--- src/hw/rtl/hashed_buffer_cache_directory_macros.svh ---
// assertion macros for the buffer cache directory
// no dependencies; included by the top level
`ifndef HASHED_BUFFER_CACHE_DIRECTORY_MACROS_SVH
`define HASHED_BUFFER_CACHE_DIRECTORY_MACROS_SVH

// same-cycle implication
`define HBCD_ASSERT_IMP(lbl, clk, rst_n, ante, cons, msg) \
    lbl: assert property (@(posedge clk) disable iff (!(rst_n)) (ante) |-> (cons)) \
        else $error(msg);

// next-cycle implication
`define HBCD_ASSERT_NXT(lbl, clk, rst_n, ante, cons, msg) \
    lbl: assert property (@(posedge clk) disable iff (!(rst_n)) (ante) |=> (cons)) \
        else $error(msg);

`endif

--- src/hw/rtl/hbcd_pkg.sv ---
// types, codes and constants of the buffer cache directory
// no dependencies; used by hashed_buffer_cache_directory
`default_nettype none

package hbcd_pkg;

    localparam int ENTRIES_DEF = 32;
    localparam int BUCKETS_DEF = 13;

    localparam int OP_W   = 2;
    localparam int DEV_W  = 8;
    localparam int BLK_W  = 32;
    localparam int IDX_W  = 5;
    localparam int TICK_W = 32;
    localparam int REFS_W = 8;
    localparam int BKT_W  = 6;
    localparam int STS_W  = 2;

    localparam int S_TDATA_W = 80;
    localparam int S_TUSER_W = 2;
    localparam int M_TDATA_W = 16;

    localparam logic [OP_W-1:0] OP_GET     = 2'd0;
    localparam logic [OP_W-1:0] OP_RELEASE = 2'd1;
    localparam logic [OP_W-1:0] OP_PIN     = 2'd2;
    localparam logic [OP_W-1:0] OP_UNPIN   = 2'd3;

    localparam logic [STS_W-1:0] STS_OK     = 2'd0;
    localparam logic [STS_W-1:0] STS_NOFREE = 2'd1;
    localparam logic [STS_W-1:0] STS_SAT    = 2'd2;

    localparam logic [REFS_W-1:0] REFS_MAX  = '1;
    localparam logic [TICK_W-1:0] STAMP_MAX = '1;

    typedef struct packed {
        logic              dv;
        logic [BKT_W-1:0]  bkt;
        logic [TICK_W-1:0] stamp;
        logic [REFS_W-1:0] refs;
        logic [BLK_W-1:0]  blk;
        logic [DEV_W-1:0]  dev;
    } t_entry;

    typedef struct packed {
        logic [STS_W-1:0] status;
        logic             needs_read;
        logic             hit;
        logic [IDX_W-1:0] entry;
    } t_result;

    function automatic logic [TICK_W-1:0] next_stamp(input logic [TICK_W-1:0] tick);
        return (tick == STAMP_MAX) ? STAMP_MAX : tick + 1'b1;
    endfunction

endpackage

`default_nettype wire

--- src/hw/rtl/hashed_buffer_cache_directory.sv ---
// buffer cache directory: lookup, lru replacement and reference counts
// depends on hbcd_pkg and hashed_buffer_cache_directory_macros.svh
//
// usage:
//   the slave channel takes one request item; tuser carries the opcode
//   (get, release, pin, unpin), tdata the device, block, entry and tick.
//   the master channel returns exactly one result item per request.
//   a get first reduces the block number to its bucket, one byte per cycle,
//   then walks the entry memory one entry per cycle through the
//   single read port, tracking the hit and the oldest free candidates of
//   the bucket and overall; a hit ends the walk early. the hit or chosen
//   free entry is then written back. release, pin and unpin read the
//   entry and write it back; an entry index out of range skips the write.
//   one item is worked on at a time; the next item is accepted as soon as
//   the previous result sits in the output register, even while the
//   receiver stalls it. a stalled result holds until tready.
//   reset empties the directory at once through per-entry valid bits;
//   no clearing pass follows.
`default_nettype none

`include "hashed_buffer_cache_directory_macros.svh"

module hashed_buffer_cache_directory #(
    parameter int ENTRIES = hbcd_pkg::ENTRIES_DEF,
    parameter int BUCKETS = hbcd_pkg::BUCKETS_DEF
) (
    input  logic                             i_clk,
    input  logic                             i_rst_n,
    input  logic                             i_s_tvalid,
    output logic                             o_s_tready,
    // device_id, block_number, entry_index, now_tick, zero pad
    input  logic [hbcd_pkg::S_TDATA_W-1:0]   i_s_tdata,
    // opcode
    input  logic [hbcd_pkg::S_TUSER_W-1:0]   i_s_tuser,
    output logic                             o_m_tvalid,
    input  logic                             i_m_tready,
    // result_entry, hit, needs_read, status, zero pad
    output logic [hbcd_pkg::M_TDATA_W-1:0]   o_m_tdata
);

    localparam int IW  = $clog2(ENTRIES);
    localparam int IXW = hbcd_pkg::IDX_W;
    localparam int RW  = hbcd_pkg::BKT_W + 8;
    localparam int PADW = hbcd_pkg::M_TDATA_W - $bits(hbcd_pkg::t_result);

    localparam logic [2:0] ST_IDLE = 3'd0;
    localparam logic [2:0] ST_MOD  = 3'd1;
    localparam logic [2:0] ST_SCAN = 3'd2;
    localparam logic [2:0] ST_GWR  = 3'd3;
    localparam logic [2:0] ST_OPRD = 3'd4;
    localparam logic [2:0] ST_OPWR = 3'd5;
    localparam logic [2:0] ST_OUT  = 3'd6;

    logic [2:0] r_state, n_state;

    logic [hbcd_pkg::OP_W-1:0]   r_op;
    logic [hbcd_pkg::DEV_W-1:0]  r_dev;
    logic [hbcd_pkg::BLK_W-1:0]  r_blk;
    logic [hbcd_pkg::BLK_W-1:0]  r_div;
    logic [IXW-1:0]              r_idx;
    logic [hbcd_pkg::TICK_W-1:0] r_stamp;
    logic [hbcd_pkg::BKT_W-1:0]  r_bkt;
    logic [1:0]                  r_byte_cnt;

    logic [IW-1:0] r_addr;
    logic          r_more;
    logic          r_chk;
    logic [IW-1:0] r_cidx;

    logic                        r_lvld;
    logic [IW-1:0]               r_lidx;
    logic [hbcd_pkg::TICK_W-1:0] r_lstamp;
    logic                        r_gvld;
    logic [IW-1:0]               r_gidx;
    logic [hbcd_pkg::TICK_W-1:0] r_gstamp;
    logic                        r_hit;
    logic [IW-1:0]               r_hidx;
    logic [hbcd_pkg::REFS_W-1:0] r_hrefs;
    logic                        r_hdv;

    hbcd_pkg::t_result r_res;
    hbcd_pkg::t_result r_out;
    logic              r_ovld;

    hbcd_pkg::t_entry r_mem [ENTRIES];
    logic [ENTRIES-1:0] r_ent_vld;
    hbcd_pkg::t_entry r_rd_word;
    logic             r_rd_vld;

    logic             s_acc;
    logic             out_load;
    logic [IW-1:0]    rd_addr;
    logic             mem_we;
    logic [IW-1:0]    wr_addr;
    hbcd_pkg::t_entry wr_word;
    hbcd_pkg::t_entry rd_entry;
    hbcd_pkg::t_result res_n;

    logic used, match, lupd, gupd, last, in_range;
    logic [hbcd_pkg::REFS_W-1:0] op_refs;
    logic [hbcd_pkg::STS_W-1:0]  op_sts;

    function automatic logic [hbcd_pkg::BKT_W-1:0] mod_step(
        input logic [hbcd_pkg::BKT_W-1:0] rem,
        input logic [7:0]                 b
    );
        logic [RW-1:0] v;
        v = {rem, b};
        for (int k = 7; k >= 0; k--) begin
            if (v >= (RW'(BUCKETS) << k)) begin
                v = v - (RW'(BUCKETS) << k);
            end
        end
        return v[hbcd_pkg::BKT_W-1:0];
    endfunction

    assign s_acc      = i_s_tvalid && o_s_tready;
    assign o_s_tready = (r_state == ST_IDLE);
    assign out_load   = (r_state == ST_OUT) && (!r_ovld || i_m_tready);
    assign o_m_tvalid = r_ovld;
    assign o_m_tdata  = {{PADW{1'b0}}, r_out};

    assign rd_entry = r_rd_vld ? r_rd_word : '0;
    assign rd_addr  = (r_state == ST_OPRD) ? IW'(r_idx) : r_addr;
    assign in_range = (32'(r_idx) < 32'(ENTRIES));

    // scan compare
    assign used  = (rd_entry.stamp != '0);
    assign match = r_chk && used && (rd_entry.dev == r_dev) && (rd_entry.blk == r_blk);
    assign lupd  = r_chk && !match && (rd_entry.refs == '0) && used &&
                   (rd_entry.bkt == r_bkt) && (!r_lvld || (rd_entry.stamp < r_lstamp));
    assign gupd  = r_chk && !match && (rd_entry.refs == '0) &&
                   (!r_gvld || (rd_entry.stamp < r_gstamp));
    assign last  = (r_cidx == IW'(ENTRIES - 1));

    always_comb begin
        op_refs = rd_entry.refs;
        op_sts  = hbcd_pkg::STS_OK;
        if (r_op == hbcd_pkg::OP_PIN) begin
            if (rd_entry.refs == hbcd_pkg::REFS_MAX) begin
                op_sts = hbcd_pkg::STS_SAT;
            end else begin
                op_refs = rd_entry.refs + 1'b1;
            end
        end else begin
            if (rd_entry.refs == '0) begin
                op_sts = hbcd_pkg::STS_SAT;
            end else begin
                op_refs = rd_entry.refs - 1'b1;
            end
        end
    end

    always_comb begin
        mem_we  = 1'b0;
        wr_addr = r_hidx;
        wr_word = '0;
        res_n   = '0;
        wr_word.dev   = r_dev;
        wr_word.blk   = r_blk;
        wr_word.stamp = r_stamp;
        wr_word.dv    = 1'b1;
        wr_word.bkt   = r_bkt;
        wr_word.refs  = 8'd1;
        unique case (r_state)
            ST_GWR: begin
                if (r_hit) begin
                    mem_we = 1'b1;
                    wr_addr = r_hidx;
                    if (r_hrefs == hbcd_pkg::REFS_MAX) begin
                        wr_word.refs = r_hrefs;
                        res_n.status = hbcd_pkg::STS_SAT;
                    end else begin
                        wr_word.refs = r_hrefs + 1'b1;
                        res_n.status = hbcd_pkg::STS_OK;
                    end
                    res_n.entry      = IXW'(r_hidx);
                    res_n.hit        = 1'b1;
                    res_n.needs_read = !r_hdv;
                end else if (r_lvld || r_gvld) begin
                    mem_we           = 1'b1;
                    wr_addr          = r_lvld ? r_lidx : r_gidx;
                    res_n.entry      = IXW'(wr_addr);
                    res_n.needs_read = 1'b1;
                    res_n.status     = hbcd_pkg::STS_OK;
                end else begin
                    res_n.status = hbcd_pkg::STS_NOFREE;
                end
            end
            ST_OPWR: begin
                mem_we       = 1'b1;
                wr_addr      = IW'(r_idx);
                wr_word      = rd_entry;
                wr_word.refs = op_refs;
                res_n.entry  = r_idx;
                res_n.status = op_sts;
            end
            ST_OPRD: begin
                res_n.entry  = r_idx;
                res_n.status = hbcd_pkg::STS_OK;
            end
            default: begin
            end
        endcase
    end

    always_comb begin
        n_state = r_state;
        unique case (r_state)
            ST_IDLE: begin
                if (s_acc) begin
                    n_state = (i_s_tuser == hbcd_pkg::OP_GET) ? ST_MOD : ST_OPRD;
                end
            end
            ST_MOD: begin
                if (r_byte_cnt == 2'd3) begin
                    n_state = ST_SCAN;
                end
            end
            ST_SCAN: begin
                if (match || (r_chk && last)) begin
                    n_state = ST_GWR;
                end
            end
            ST_GWR:  n_state = ST_OUT;
            ST_OPRD: n_state = in_range ? ST_OPWR : ST_OUT;
            ST_OPWR: n_state = ST_OUT;
            ST_OUT: begin
                if (out_load) begin
                    n_state = ST_IDLE;
                end
            end
            default: n_state = ST_IDLE;
        endcase
    end

    // entry memory, one write and one registered read port
    always_ff @(posedge i_clk) begin
        if (mem_we) begin
            r_mem[wr_addr] <= wr_word;
        end
        r_rd_word <= r_mem[rd_addr];
    end

    always_ff @(posedge i_clk) begin
        if (!i_rst_n) begin
            r_ent_vld <= '0;
            r_rd_vld  <= 1'b0;
        end else begin
            if (mem_we) begin
                r_ent_vld[wr_addr] <= 1'b1;
            end
            r_rd_vld <= r_ent_vld[rd_addr];
        end
    end

    always_ff @(posedge i_clk) begin
        if (!i_rst_n) begin
            r_state <= ST_IDLE;
            r_ovld  <= 1'b0;
            r_chk   <= 1'b0;
            r_more  <= 1'b0;
            r_lvld  <= 1'b0;
            r_gvld  <= 1'b0;
            r_hit   <= 1'b0;
        end else begin
            r_state <= n_state;
            if (out_load) begin
                r_ovld <= 1'b1;
            end else if (i_m_tready) begin
                r_ovld <= 1'b0;
            end
            unique case (r_state)
                ST_IDLE: begin
                    r_chk  <= 1'b0;
                    r_more <= 1'b1;
                    r_lvld <= 1'b0;
                    r_gvld <= 1'b0;
                    r_hit  <= 1'b0;
                end
                ST_SCAN: begin
                    r_chk <= r_more;
                    if (r_more && (r_addr == IW'(ENTRIES - 1))) begin
                        r_more <= 1'b0;
                    end
                    if (match) begin
                        r_hit <= 1'b1;
                    end
                    if (lupd) begin
                        r_lvld <= 1'b1;
                    end
                    if (gupd) begin
                        r_gvld <= 1'b1;
                    end
                end
                default: begin
                end
            endcase
        end
    end

    always_ff @(posedge i_clk) begin
        if (s_acc) begin
            r_op       <= i_s_tuser;
            r_dev      <= i_s_tdata[7:0];
            r_blk      <= i_s_tdata[39:8];
            r_div      <= i_s_tdata[39:8];
            r_idx      <= i_s_tdata[44:40];
            r_stamp    <= hbcd_pkg::next_stamp(i_s_tdata[76:45]);
            r_bkt      <= '0;
            r_byte_cnt <= '0;
            r_addr     <= '0;
        end
        if (r_state == ST_MOD) begin
            r_bkt      <= mod_step(r_bkt, r_div[31:24]);
            r_div      <= {r_div[23:0], 8'h00};
            r_byte_cnt <= r_byte_cnt + 1'b1;
        end
        if (r_state == ST_SCAN) begin
            if (r_more) begin
                r_cidx <= r_addr;
                r_addr <= r_addr + 1'b1;
            end
            if (match) begin
                r_hidx  <= r_cidx;
                r_hrefs <= rd_entry.refs;
                r_hdv   <= rd_entry.dv;
            end
            if (lupd) begin
                r_lidx   <= r_cidx;
                r_lstamp <= rd_entry.stamp;
            end
            if (gupd) begin
                r_gidx   <= r_cidx;
                r_gstamp <= rd_entry.stamp;
            end
        end
        if ((r_state == ST_GWR) || (r_state == ST_OPWR) || (r_state == ST_OPRD)) begin
            r_res <= res_n;
        end
        if (out_load) begin
            r_out <= r_res;
        end
    end

    `HBCD_ASSERT_NXT(a_accept_leaves_idle, i_clk, i_rst_n, s_acc, r_state != ST_IDLE, "accepted item did not start work")
    `HBCD_ASSERT_IMP(a_hit_has_data, i_clk, i_rst_n, r_ovld && r_out.hit, !r_out.needs_read, "hit on entry without valid data")
    `HBCD_ASSERT_IMP(a_nofree_clean, i_clk, i_rst_n, r_ovld && (r_out.status == hbcd_pkg::STS_NOFREE), !r_out.hit && !r_out.needs_read && (r_out.entry == '0), "no-free result carries entry info")

endmodule

`default_nettype wire

--- config.mk ---
export PLATFORM = sky130hd
export DESIGN_NAME = hashed_buffer_cache_directory
export DESIGN_NICKNAME = d
export VERILOG_FILES = /design/src/hw/rtl/hbcd_pkg.sv /design/src/hw/rtl/hashed_buffer_cache_directory.sv
export VERILOG_INCLUDE_DIRS = /design/src /design/src/hw/rtl
export SDC_FILE = /design/constraint.sdc
export NUM_CORES = 2
export LEC_CHECK = 0
export BUFFER_PORTS_ARGS = -buffer_cell sky130_fd_sc_hd__buf_2
export CORE_AREA = 2 2 492 860
export DETAILED_ROUTE_END_ITERATION = 7
export DIE_AREA = 0 0 494 862
export PLACE_DENSITY = 0.5
export SKIP_CTS_REPAIR_TIMING = 1
export SLEW_MARGIN = 20
export SYNTH_ARGS = -nofsm -noshare
export SYNTH_HDL_FRONTEND = slang
export SYNTH_SLANG_ARGS = --single-unit
--- constraint.sdc ---
create_clock -name i_clk -period 9.13 [get_ports i_clk]
set_input_delay 0.4565 -clock i_clk [delete_from_list [all_inputs] [get_ports i_clk]]
set_output_delay 0.4565 -clock i_clk [all_outputs]
set_load 0.1 [all_outputs]
==> flow_metrics.py <==
metrics = {
    "floorplan": {
        "pin_count": 104,
        "dieArea_mm2": 0.426,
        "start_util_pct": 29.8,
        "die_y_um": 862,
        "core_area_mm2": 0.419,
        "fp.dieW_um": 494,
        "std_cell_rows": 315,
    },
    "hold_path": {
        "hold_start": "i_s_tdata[66]",
        "whs_path_depth": 3,
        "hp-class": "in2reg",
        "holdPathEnd": "r_stamp[21]",
    },
    "critical_path": {
        "required_ns": 9.77,
        "crit_arrival_ns": 9.15,
        "setup.worst_path.class": "reg2reg",
        "r2r_start": "r_bkt[0]",
        "end_kind": "flip-flop",
        "r2r_slack_ns": 0.62,
        "slowest_delay_ns": 0.64,
        "reg2reg_depth": 25,
        "cp_top_family": "compound AO/OA/AOI/OAI gates",
        "critPathSlowestCell": "edfxtp_1",
        "start_kind": "flip-flop",
        "critPathBufInv": 1,
        "rr_endpoint": "r_bkt[1]",
        "crit_fanout": 9,
    },
    "global_route": {
        "busiest_layer": "met2",
        "antenna_found_initial": 22,
        "grtUsageMet2_pct": 32.2,
        "grt_usage_pct": 17.5,
        "grt_max_degree": 108,
        "grt_pass1_vias": 70100,
        "gr-usage-met3_pct": 1.94,
        "grt-ovfl-total": 0,
        "grt_first_pass_wirelength_mm": 534,
        "use_met1_pct": 21.0,
    },
    "drt": {
        "drt_iter0_markers": 5932,
        "drt_first_pass_iters": 5,
        "wl_mm": 378,
        "vias": 66600,
        "antenna_left": 0,
        "drcViolationCount": 0,
        "vias_per_cell": 5.11,
        "wl_per_cell_um": 29.0,
    },
    "clock_network": {
        "clk_pin_slew_ns": 0.07,
        "cts_tree": "built",
        "cts_buffers": 304,
        "clock_sinks": 3148,
        "cts_max_level": 5,
        "clock_latency_ns": 0.96,
        "ctsRootBufferMaster": "clkbuf_16",
        "cts_buffer_depth": 4,
    },
    "synthesis": {
        "synth_common_cells": "edfxtp_1 (3006), nand2_1 (1011), mux4_2 (704)",
        "yosysMostFrequentCell": "edfxtp_1",
        "synth_largest_area_cell": "edfxtp_1",
        "synth_flop_cell": "edfxtp_1",
        "ys_seq_area_share_pct": 74.4,
        "async_flop_share_pct": 0,
        "synth.ff_latch_count": 3148,
        "postSynthCellCount": 6963,
        "syn_area_mm2": 0.125,
        "synth.top_cell.area_share_pct": 72.1,
        "yosys_warnings": 0,
        "synthTopCellsByArea": "edfxtp_1 (72%), mux4_2 (13%), nand2_1 (3.0%), dfxtp_1 (2.3%), nand3_1 (2.1%)",
        "synth.distinct_cells": 112,
        "syn_area_per_cell_um2": 18.0,
        "synth_enable_flop_cells": 3006,
    },
    "timing": {
        "min_period_over_period_pct": 93.2,
        "finalHoldViolations": 1,
        "rsz0062_at_grt": "false",
        "slew_headroom_pct": 23.6,
        "slew_viol_final": 0,
        "worst_pin_slew_ns": 1.12,
        "setup_tns_ns": 0,
        "finalSetupViolCount": 0,
        "clock_skew_ns": 0.0971,
        "fmax_mhz": 118,
        "hold_slack_ns": -0.00778,
        "layout_min_cycle_time_ns": 8.51,
    },
    "pwr": {
        "pwr-share-clk_pct": 29.9,
        "p_leak_uw": 0.0471,
        "seqPwrFrac_pct": 41.9,
        "p_int_uw": 28800,
        "pwr-share-comb_pct": 28.2,
        "power.switching_uw": 13900,
        "peakVddDrop_v": 0.000305,
        "powerDensity_mw_per_mm2": 296,
        "p_sw_share_pct": 32.5,
    },
    "run": {
        "drv_cap": 0,
    },
    "layout": {
        "syn2layout_area_growth_pct": 15.1,
        "final_area_mm2": 0.144,
        "layout.nets": 7414,
        "nFillCells": 39800,
        "drive_gt1_share_pct": 20.7,
    },
    "status": {
        "outcome": "finished with violations",
        "failed_checks": "hold timing",
    },
    "placement": {
        "gp_congestion": 0.785,
        "dpl_cell_area_mm2": 0.133,
        "dpl.hpwl_mm": 206,
        "io_buffers": 93,
    },
}
## per-stage QoR
step / hold WS, ns / setup slack, ns / utilization [%] / std cells / total power, uW
global placement: 0.441 / 0.238 / 31.8 / 12400 / 30400
floorplan: 0.400 / 1.96 / - / 6969 / 25900
CTS: -0.381 / 0.186 / 34.1 / 13000 / 43200
global route: 0.0135 / 0.0215 / 34.3 / 13000 / 44500
detailed placement: 0.450 / 0.214 / 31.8 / 12400 / 30400
finish: -0.00778 / 0.625 / 34.4 / 13100 / 42700
## per-layer routing
metal  up-vias  part of all wire [%]
met4         2                   3.1
li1      28200                     -
met3       540                   4.4
met1     36000                    39
met5         -                0.0040
met2      1884                    53
## state kept, by name, indices dropped and copies added (netlist names), 6 cells and up
register   count
r_bkt          6
r_rd_word     87
r_dev          8
r_hrefs        8
r_lstamp      32
r_gstamp      32
r_div         32
r_mem       2784
r_stamp       32
r_res          9
r_blk         32
o_m_tdata      9
r_ent_vld     32
## power groups by stage
stage	Clock, uW	Sequential, uW	Combinational, uW
floorplan	0	17800	8120
finish	12800	17900	12100
global placement	0	18200	12200
detailed placement	0	18200	12200
global route	13600	17900	13100
CTS	13100	17900	12300
## cells in the final DEF (no fill, tap or decap), drive strengths merged, types with 62 or more instances in the layout
| cell type | count |
|---|---|
| o21ai | 191 |
| mux4 | 704 |
| dlygate4sd3 | 73 |
| nand2 | 1012 |
| edfxtp | 3006 |
| a21oi | 62 |
| buf | 271 |
| nor2 | 130 |
| ha | 72 |
| clkinv | 91 |
| inv | 122 |
| nand3 | 531 |
| clkbuf | 412 |
| dfxtp | 142 |
## worst reg2reg max path, cell delays in order, from the launching register on
cell and delay, ns:
edfxtp_1 0.64, inv_1 0.16, ha_1 0.35, and3b_1 0.37
nor3_1 0.10, o22ai_1 0.48, o21ai_0 0.28, a22oi_2 0.48
and4_1 0.43, o21a_1 0.37, o32ai_2 0.21, a2111oi_2 0.47
and4_1 0.47, nand2_1 0.25, a211o_4 0.44, o21ai_1 0.33
o21ai_0 0.16, a22oi_2 0.40, nand3_2 0.14, or2_1 0.34
xnor2_1 0.25, ha_1 0.27, nor2b_1 0.15, o21a_1 0.13
a21boi_2 0.23, mux2_1 0.35
## worst max path at each step
stage                    from  endpoint  cells past startpoint  slack (ns)
finish               r_bkt[0]  r_bkt[1]                     25        0.62
global route        r_div[31]  r_bkt[1]                     25        0.02
CTS                 r_div[31]  r_bkt[1]                     24        0.19
detailed placement   r_bkt[0]  r_bkt[1]                     24        0.21
global placement     r_bkt[0]  r_bkt[1]                     25        0.24
floorplan           r_div[31]  r_bkt[1]                     27        1.96
## cells by family after synthesis
family                     after synthesis  share of synthesized area (%)
other                                    1                        0.00300
and+or+nand+nor                       1899                           6.74
xor gates and xnor gates                53                          0.377
buffers and inverters                  473                           1.47
DFF                                   3148                           74.4
adders and majority gates               75                          0.744
AOI/OAI and AO/OA                      552                           3.10
muxes                                  762                           13.2
## layout make-up
| cell class | count | area (um2) | area share, % |
|---|---|---|---|
| multi-input combinational | 3348 | 30800 | 21.4 |
| sequential | 3148 | 93100 | 64.6 |
| clock inverter | 133 | 1410 | 0.978 |
| antenna | 10 | 25.0 | 0.0174 |
| timing repair buffer | 344 | 2950 | 2.05 |
| tap | 5547 | 6940 | 4.82 |
| clock buffer | 412 | 8430 | 5.85 |
| inverter | 110 | 418 | 0.290 |
Note: power is estimated with default switching activity, not from simulation.
